<file path="src/rtl/plim_pkg.sv">
// Shared types and constants for the peak limiter with one-pole release.
// Used by every module of the block; depends on nothing.
package plim_pkg;

  localparam int unsigned SAMPLE_W  = 24;
  localparam int unsigned CEIL_W    = 23;
  localparam int unsigned COEFF_W   = 24;
  localparam int unsigned GAIN_W    = 25;
  localparam int unsigned FRAC_W    = 24;
  localparam int unsigned PROD_W    = 2 * GAIN_W;
  localparam int unsigned DIV_STEPS = 24;
  localparam int unsigned CNT_W     = 5;
  localparam int unsigned CHANNELS  = 2;

  localparam int unsigned CFG_ADDR_W = 3;
  localparam int unsigned CFG_DATA_W = 32;

  // register index, taken from the word address
  localparam logic REG_CEILING = 1'b0;
  localparam logic REG_RELEASE = 1'b1;

  localparam logic [GAIN_W-1:0] UNITY_GAIN = GAIN_W'(1) << FRAC_W;
  localparam logic [CEIL_W-1:0] CEIL_RESET = {CEIL_W{1'b1}};

  typedef struct packed {
    logic signed [SAMPLE_W-1:0] sample_left;
    logic signed [SAMPLE_W-1:0] sample_right;
  } in_item_t;

  typedef struct packed {
    logic signed [SAMPLE_W-1:0] out_left;
    logic signed [SAMPLE_W-1:0] out_right;
  } out_item_t;

endpackage

</file>
<file path="src/rtl/plim_div.sv">
// Restoring divider, one quotient bit per cycle: floor(ceiling * 2^24 / peak).
// Valid only when peak > ceiling. Depends on plim_pkg.
module plim_div (
  input  logic                              clk,
  input  logic                              rst_n,
  input  logic                              start,
  input  logic [plim_pkg::CEIL_W-1:0]       ceil_in,
  input  logic [plim_pkg::SAMPLE_W-1:0]     peak_in,
  output logic                              done,
  output logic [plim_pkg::FRAC_W-1:0]       quot
);

  logic [plim_pkg::SAMPLE_W-1:0] rem_r;
  logic [plim_pkg::SAMPLE_W-1:0] rem_nxt;
  logic [plim_pkg::SAMPLE_W:0]   shifted;
  logic                          fits;
  logic [plim_pkg::FRAC_W-1:0]   quot_r;
  logic [plim_pkg::CNT_W-1:0]    cnt_r;
  logic                          busy_r;
  logic                          done_r;

  always_comb begin
    shifted = {rem_r, 1'b0};
    fits    = shifted >= {1'b0, peak_in};
    if (fits) begin
      rem_nxt = plim_pkg::SAMPLE_W'(shifted - {1'b0, peak_in});
    end else begin
      rem_nxt = shifted[plim_pkg::SAMPLE_W-1:0];
    end
  end

  always_ff @(posedge clk) begin
    if (!rst_n) begin
      busy_r <= 1'b0;
      done_r <= 1'b0;
      cnt_r  <= '0;
    end else begin
      done_r <= 1'b0;
      if (start) begin
        busy_r <= 1'b1;
        cnt_r  <= '0;
      end else if (busy_r) begin
        cnt_r <= cnt_r + 1'b1;
        if (cnt_r == plim_pkg::CNT_W'(plim_pkg::DIV_STEPS - 1)) begin
          busy_r <= 1'b0;
          done_r <= 1'b1;
        end
      end
    end
  end

  always_ff @(posedge clk) begin
    if (start) begin
      rem_r <= {1'b0, ceil_in};
    end else if (busy_r) begin
      rem_r  <= rem_nxt;
      quot_r <= {quot_r[plim_pkg::FRAC_W-2:0], fits};
    end
  end

  assign done = done_r;
  assign quot = quot_r;

endmodule

</file>
<file path="src/rtl/plim_mul.sv">
// Shared unsigned multiplier with a registered product, one result per cycle.
// Depends on plim_pkg.
module plim_mul (
  input  logic                          clk,
  input  logic [plim_pkg::GAIN_W-1:0]   op_a,
  input  logic [plim_pkg::GAIN_W-1:0]   op_b,
  output logic [plim_pkg::PROD_W-1:0]   prod
);

  logic [plim_pkg::PROD_W-1:0] prod_r;

  always_ff @(posedge clk) begin
    prod_r <= op_a * op_b;
  end

  assign prod = prod_r;

endmodule

</file>
<file path="src/rtl/peak_limiter_release.sv">
// Stereo peak limiter, instant attack, one-pole release: top level.
// Uses plim_pkg, plim_div and plim_mul.
//
// Usage:
//   in_valid/in_stall carry one stereo frame of signed Q1.23 samples.
//   out_valid/out_stall carry the limited frame, one result per frame.
//   cfg_* is an APB-style port: ceiling at 0x0, release coefficient at 0x4.
//   Write configuration only while no frame is in flight.
// Sequence:
//   A frame whose peak is within the ceiling skips the divide; one above it
//   first runs the 24-step serial divide that forms the target gain, then
//   has its gain cut at once or updated by release. The passes through the
//   one shared multiplier follow (release update, then left, then right).
//   in_stall is high from accept until the result is loaded into the output
//   register, so one frame is processed at a time.
// Reset: gain returns to unity, ceiling to full scale, release to instant,
//   the output register empties.
// Stall: the output register holds its item while out_stall is high; a new
//   frame is accepted only once the waiting result has moved into the register.
module peak_limiter_release (
  input  logic                                clk,
  input  logic                                rst_n,
  input  logic                                in_valid,
  output logic                                in_stall,
  input  plim_pkg::in_item_t                  in_data,
  output logic                                out_valid,
  input  logic                                out_stall,
  output plim_pkg::out_item_t                 out_data,
  input  logic                                cfg_psel,
  input  logic                                cfg_penable,
  input  logic                                cfg_pwrite,
  input  logic [plim_pkg::CFG_ADDR_W-1:0]     cfg_paddr,
  input  logic [plim_pkg::CFG_DATA_W-1:0]     cfg_pwdata,
  output logic [plim_pkg::CFG_DATA_W-1:0]     cfg_prdata,
  output logic                                cfg_pready
);

  typedef enum logic [8:0] {
    S_IDLE = 9'b000000001,
    S_TGT  = 9'b000000010,
    S_DIV  = 9'b000000100,
    S_GA   = 9'b000001000,
    S_GB   = 9'b000010000,
    S_GC   = 9'b000100000,
    S_ML   = 9'b001000000,
    S_MR   = 9'b010000000,
    S_OUT  = 9'b100000000
  } state_t;

  state_t state_r, state_nxt;

  logic [plim_pkg::CEIL_W-1:0]    ceil_r;
  logic [plim_pkg::COEFF_W-1:0]   rel_r;
  logic [plim_pkg::GAIN_W-1:0]    gain_r;
  logic [plim_pkg::GAIN_W-1:0]    target_r;
  logic [plim_pkg::SAMPLE_W-1:0]  magl_r, magr_r, peak_r;
  logic                           negl_r, negr_r;
  logic [plim_pkg::PROD_W-1:0]    acc_r;
  logic signed [plim_pkg::SAMPLE_W-1:0] resl_r;
  logic                           out_valid_r;
  plim_pkg::out_item_t            out_data_r;

  logic                           in_acc;
  logic                           out_free;
  logic                           cfg_wr;
  logic [plim_pkg::SAMPLE_W-1:0]  in_magl, in_magr, in_peak;
  logic [plim_pkg::GAIN_W-1:0]    mul_a, mul_b;
  logic [plim_pkg::PROD_W-1:0]    prod;
  logic [plim_pkg::PROD_W:0]      blend_sum;
  logic                           div_start, div_done;
  logic [plim_pkg::FRAC_W-1:0]    div_quot;
  logic [plim_pkg::SAMPLE_W-1:0]  scaled_mag;
  logic signed [plim_pkg::SAMPLE_W-1:0] scaled_out;
  logic                           scaled_neg;

  assign in_stall  = (state_r != S_IDLE);
  assign in_acc    = in_valid && !in_stall;
  assign out_free  = !out_valid_r || !out_stall;
  assign cfg_wr    = cfg_psel && cfg_penable && cfg_pwrite && cfg_pready;
  assign cfg_pready = 1'b1;
  assign div_start = (state_r == S_TGT) && (peak_r > {1'b0, ceil_r});

  // configuration
  always_ff @(posedge clk) begin
    if (!rst_n) begin
      ceil_r <= plim_pkg::CEIL_RESET;
      rel_r  <= '0;
    end else if (cfg_wr) begin
      case (cfg_paddr[2])
        plim_pkg::REG_CEILING: ceil_r <= cfg_pwdata[plim_pkg::CEIL_W-1:0];
        plim_pkg::REG_RELEASE: rel_r  <= cfg_pwdata[plim_pkg::COEFF_W-1:0];
        default: ;
      endcase
    end
  end

  always_comb begin
    case (cfg_paddr[2])
      plim_pkg::REG_CEILING: cfg_prdata = plim_pkg::CFG_DATA_W'(ceil_r);
      plim_pkg::REG_RELEASE: cfg_prdata = plim_pkg::CFG_DATA_W'(rel_r);
      default:               cfg_prdata = '0;
    endcase
  end

  // input magnitudes and peak
  always_comb begin
    in_magl = in_data.sample_left[plim_pkg::SAMPLE_W-1]
            ? plim_pkg::SAMPLE_W'(0 - in_data.sample_left)  : in_data.sample_left;
    in_magr = in_data.sample_right[plim_pkg::SAMPLE_W-1]
            ? plim_pkg::SAMPLE_W'(0 - in_data.sample_right) : in_data.sample_right;
    in_peak = in_magl;
    if (plim_pkg::CHANNELS >= 2 && in_magr > in_magl) begin
      in_peak = in_magr;
    end
  end

  // multiplier operand select; MR and OUT share operands so the product holds
  always_comb begin
    mul_a = {1'b0, magr_r};
    mul_b = gain_r;
    case (state_r)
      S_GA: begin
        mul_a = {1'b0, rel_r};
        mul_b = gain_r;
      end
      S_GB: begin
        mul_a = plim_pkg::UNITY_GAIN - {1'b0, rel_r};
        mul_b = target_r;
      end
      S_ML: begin
        mul_a = {1'b0, magl_r};
        mul_b = gain_r;
      end
      default: ;
    endcase
  end

  plim_mul u_mul (
    .clk  (clk),
    .op_a (mul_a),
    .op_b (mul_b),
    .prod (prod)
  );

  plim_div u_div (
    .clk     (clk),
    .rst_n   (rst_n),
    .start   (div_start),
    .ceil_in (ceil_r),
    .peak_in (peak_r),
    .done    (div_done),
    .quot    (div_quot)
  );

  assign blend_sum = {1'b0, acc_r} + {1'b0, prod};

  // scale, truncate, clamp to the ceiling and restore sign
  always_comb begin
    scaled_mag = prod[plim_pkg::FRAC_W +: plim_pkg::SAMPLE_W];
    if (scaled_mag > {1'b0, ceil_r}) begin
      scaled_mag = {1'b0, ceil_r};
    end
    scaled_neg = (state_r == S_MR) ? negl_r : negr_r;
    scaled_out = scaled_neg ? plim_pkg::SAMPLE_W'(0 - scaled_mag) : scaled_mag;
  end

  always_comb begin
    state_nxt = state_r;
    case (state_r)
      S_IDLE: if (in_acc) state_nxt = S_TGT;
      S_TGT:  state_nxt = div_start ? S_DIV : S_GA;
      S_DIV:  if (div_done) state_nxt = S_GA;
      S_GA:   state_nxt = (target_r < gain_r) ? S_ML : S_GB;
      S_GB:   state_nxt = S_GC;
      S_GC:   state_nxt = S_ML;
      S_ML:   state_nxt = S_MR;
      S_MR:   state_nxt = S_OUT;
      S_OUT:  if (out_free) state_nxt = S_IDLE;
      default: state_nxt = S_IDLE;
    endcase
  end

  always_ff @(posedge clk) begin
    if (!rst_n) begin
      state_r     <= S_IDLE;
      gain_r      <= plim_pkg::UNITY_GAIN;
      out_valid_r <= 1'b0;
    end else begin
      state_r <= state_nxt;
      if (state_r == S_GA && target_r < gain_r) begin
        gain_r <= target_r;
      end else if (state_r == S_GC) begin
        gain_r <= blend_sum[plim_pkg::FRAC_W +: plim_pkg::GAIN_W];
      end
      if (state_r == S_OUT && out_free) begin
        out_valid_r <= 1'b1;
      end else if (!out_stall) begin
        out_valid_r <= 1'b0;
      end
    end
  end

  always_ff @(posedge clk) begin
    if (in_acc) begin
      magl_r <= in_magl;
      magr_r <= in_magr;
      negl_r <= in_data.sample_left[plim_pkg::SAMPLE_W-1];
      negr_r <= in_data.sample_right[plim_pkg::SAMPLE_W-1];
      peak_r <= in_peak;
    end
    if (state_r == S_TGT && !div_start) begin
      target_r <= plim_pkg::UNITY_GAIN;
    end else if (state_r == S_DIV && div_done) begin
      target_r <= {1'b0, div_quot};
    end
    if (state_r == S_GB) begin
      acc_r <= prod;
    end
    if (state_r == S_MR) begin
      resl_r <= scaled_out;
    end
    if (state_r == S_OUT && out_free) begin
      out_data_r.out_left  <= resl_r;
      out_data_r.out_right <= (plim_pkg::CHANNELS >= 2) ? scaled_out : '0;
    end
  end

  assign out_valid = out_valid_r;
  assign out_data  = out_data_r;

endmodule

</file>
<file path="config.mk">
export PLATFORM = sky130hd
export DESIGN_NAME = peak_limiter_release
export DESIGN_NICKNAME = d
export VERILOG_FILES = /design/src/rtl/plim_pkg.sv /design/src/rtl/plim_div.sv /design/src/rtl/plim_mul.sv /design/src/rtl/peak_limiter_release.sv
export SDC_FILE = /design/constraint.sdc
export NUM_CORES = 2
export LEC_CHECK = 0
export ABC_AREA = 1
export BUFFER_PORTS_ARGS = -buffer_cell sky130_fd_sc_hd__buf_2
export CORE_MARGIN = 8
export CORE_UTILIZATION = 60
export DETAILED_ROUTE_END_ITERATION = 8
export GPL_ROUTABILITY_DRIVEN = 0
export HOLD_SLACK_MARGIN = 0.03
export PLACE_DENSITY_LB_ADDON = 0.15
export SYNTH_ARGS = -nofsm -noshare
export SYNTH_HDL_FRONTEND = slang
export SYNTH_HIERARCHICAL = 1
export SYNTH_SLANG_ARGS = --single-unit
export TNS_END_PERCENT = 20
</file>
<file path="constraint.sdc">
create_clock -name clk -period 19.5 [get_ports clk]
set_input_delay 0.975 -clock clk [delete_from_list [all_inputs] [get_ports clk]]
set_output_delay 0.975 -clock clk [all_outputs]
set_load 0.005 [all_outputs]
</file>
==> impl_metrics.toml <==
[critical_path]
arrival_ns = 9.32
critical_path_class = "flop to flop"
required_ns = 19.95
crit_fanout = 61
cp_common_cell = "nand2_1"
startpoint_type = "flop"
cpPeakStageDelay_ns = 0.75
endpoint_kind = "flop"
reg2reg_depth = 33
slowest_stage = "buf_4"

[global_route]
grt-ovfl-total = 0
grt_first_pass_wirelength_um = 204100
grt.total_usage_pct = 29.40
grt_pass1_vias = 38510
antenna_found_initial = 1
grt_max_degree = 75

[sta]
skew_ns = 0.02559
rsz0062_at_grt = "false"
post-route-min-period_ns = 8.878
setup_tns_ns = 0
worst_pin_slew_ns = 1.217
slew_headroom_pct = 18.66
slew_violations = 0
setup_viol = 0
post-route-period-util_pct = 45.53
fmax_ghz = 0.1126
final-hold-violation-count = 0

[die]
die_y_um = 295.0
core.rowCount = 102
fp.dieW_um = 295.0
io_pins = 173
fp.dieArea_sq_um = 87040
start_util_pct = 60.50
core_area_sq_um = 77210

[cells_and_area]
syn_to_final_growth_pct = 7.227
fin_nets = 7266
utilization_pct = 64.87
drive_gt1_share_pct = 6.951

[pwr]
p_int_mw = 1.897
seqPwrFrac_pct = 35.7
power_density_nw_per_um2 = 62.98
pwr-share-comb_pct = 36.9
ir_worst_vdd_uv = 53.97
swShare_pct = 39.87
switching_power_mw = 1.258
clockPowerShare_pct = 27.4
leakagePower_nw = 27.58

[logic_synthesis]
syn_inst = 6263
syn_area_per_cell_sq_um = 7.458
yosysWarnings = 6
netlist_area_sq_um = 46710

[min_path]
hp-class = "flop to flop"
hold_depth = 0

[clock_network]
ctsHoldBuffers = 0
post_cts_buffers = 0
post_cts_resized = 0
h-tree-depth = 2
clk_pin_slew_ns = 0.06
numCtsBuffers = 44
cts_tree = "yes"
root_buffer = "clkbuf_16"
clock_path_buffers = 3
clock-sinks = 406
clock_latency_ns = 0.59

[route]
wirelength_um = 128100
vias = 39780
drc = 0
drt_first_pass_iters = 6
viasPerCell = 5.397
wire_per_inst_um = 17.37
drtIter0Drc = 3950
ant_nets = 0

[job]
cap_viol_max_count = 0

[place]
portBuffers = 153
place_hpwl_um = 102900

[run_status]
status = "complete, no violations"
[metrics by stage]
step	power, mW	worst slack (ns)	hold slack, ns	instance area, sq um	cells
final	3.155	10.62	0.4165	50090	7372
after global routing	3.320	10.14	0.4250	50080	7370
after CTS	3.138	10.70	0.4191	50080	7370
after detailed placement	2.274	10.70	0.4045	48570	7288
after global placement	2.254	10.89	0.4009	48570	7288
after floorplan	1.904	11.40	0.4003	46740	6270
[worst paths after layout]
check | startpoint | end | slack, ns
max | state_r[2] | u_mul/prod[43] | 10.62
min | resl_r[21] | out_data[45] | 0.42
max reg2reg | state_r[2] | u_mul/prod[43] | 10.62
min reg2reg | resl_r[21] | out_data[45] | 0.42
[cell type report]
type	instances	area (sq um)
antenna	2	5.005
clock buffer	65	1335
clock inverter	17	182.7
fill	6807	27120
inverter	1516	5693
multi-input combinational	4113	29800
sequential	406	10550
tap	1040	1301
timing repair buffer	213	1216
[power groups by stage]
stage	Combinational, mW	Clock [mW]	Sequential, mW
2_1_floorplan	0.815	0	1.09
3_3_place_gp	1.12	0	1.14
3_5_place_dp	1.14	0	1.14
4_1_cts	1.14	0.873	1.12
5_1_grt	1.29	0.906	1.13
6_report	1.16	0.864	1.13
[worst max-delay path, delay by kind of cell (launching register included)]
family | cells | cell delay (ns)
compound gates | 1 | 0.10
flops | 1 | 0.34
fa+ha+maj | 8 | 3.98
buf+inv | 9 | 2.18
simple gates | 15 | 2.04
[layer usage]
layer  up-vias  GRT usage, %  routed length (um)
met5         -             0                   0
met4         0         10.86                5344
met3       267         4.219               12150
met2      1731         45.81               55420
met1     18920         41.80               55140
li1      18870             -                   -
[registers in the layout, indices dropped and copies added, names as in the netlist, 9 cells and up]
name / count
resl_r: 24
acc_r: 49
u_div/rem_r: 24
magr_r: 24
u_div/quot: 24
rel_r: 24
state_r: 9
gain_r: 25
magl_r: 24
u_mul/prod: 49
peak_r: 24
ceil_r: 23
out_data: 48
target_r: 25
[layout by cell type, fill, tap and decap left out, types with 16 or more instances in the layout]
cell type	instances
nand2_1	1840
inv_1	1504
fa_1	527
ha_1	355
nor2_1	302
edfxtp_1	242
a21oi_1	228
nand3_1	213
o21ai_0	184
dfxtp_1	164
buf_2	153
xor2_1	81
buf_4	60
clkbuf_16	48
nor3_1	39
nand4_1	35
nor2_2	28
o21ai_2	26
nand3b_1	26
nand2_2	22
xnor2_1	21
a31oi_1	16
Note: power is estimated with default switching activity, not from simulation.
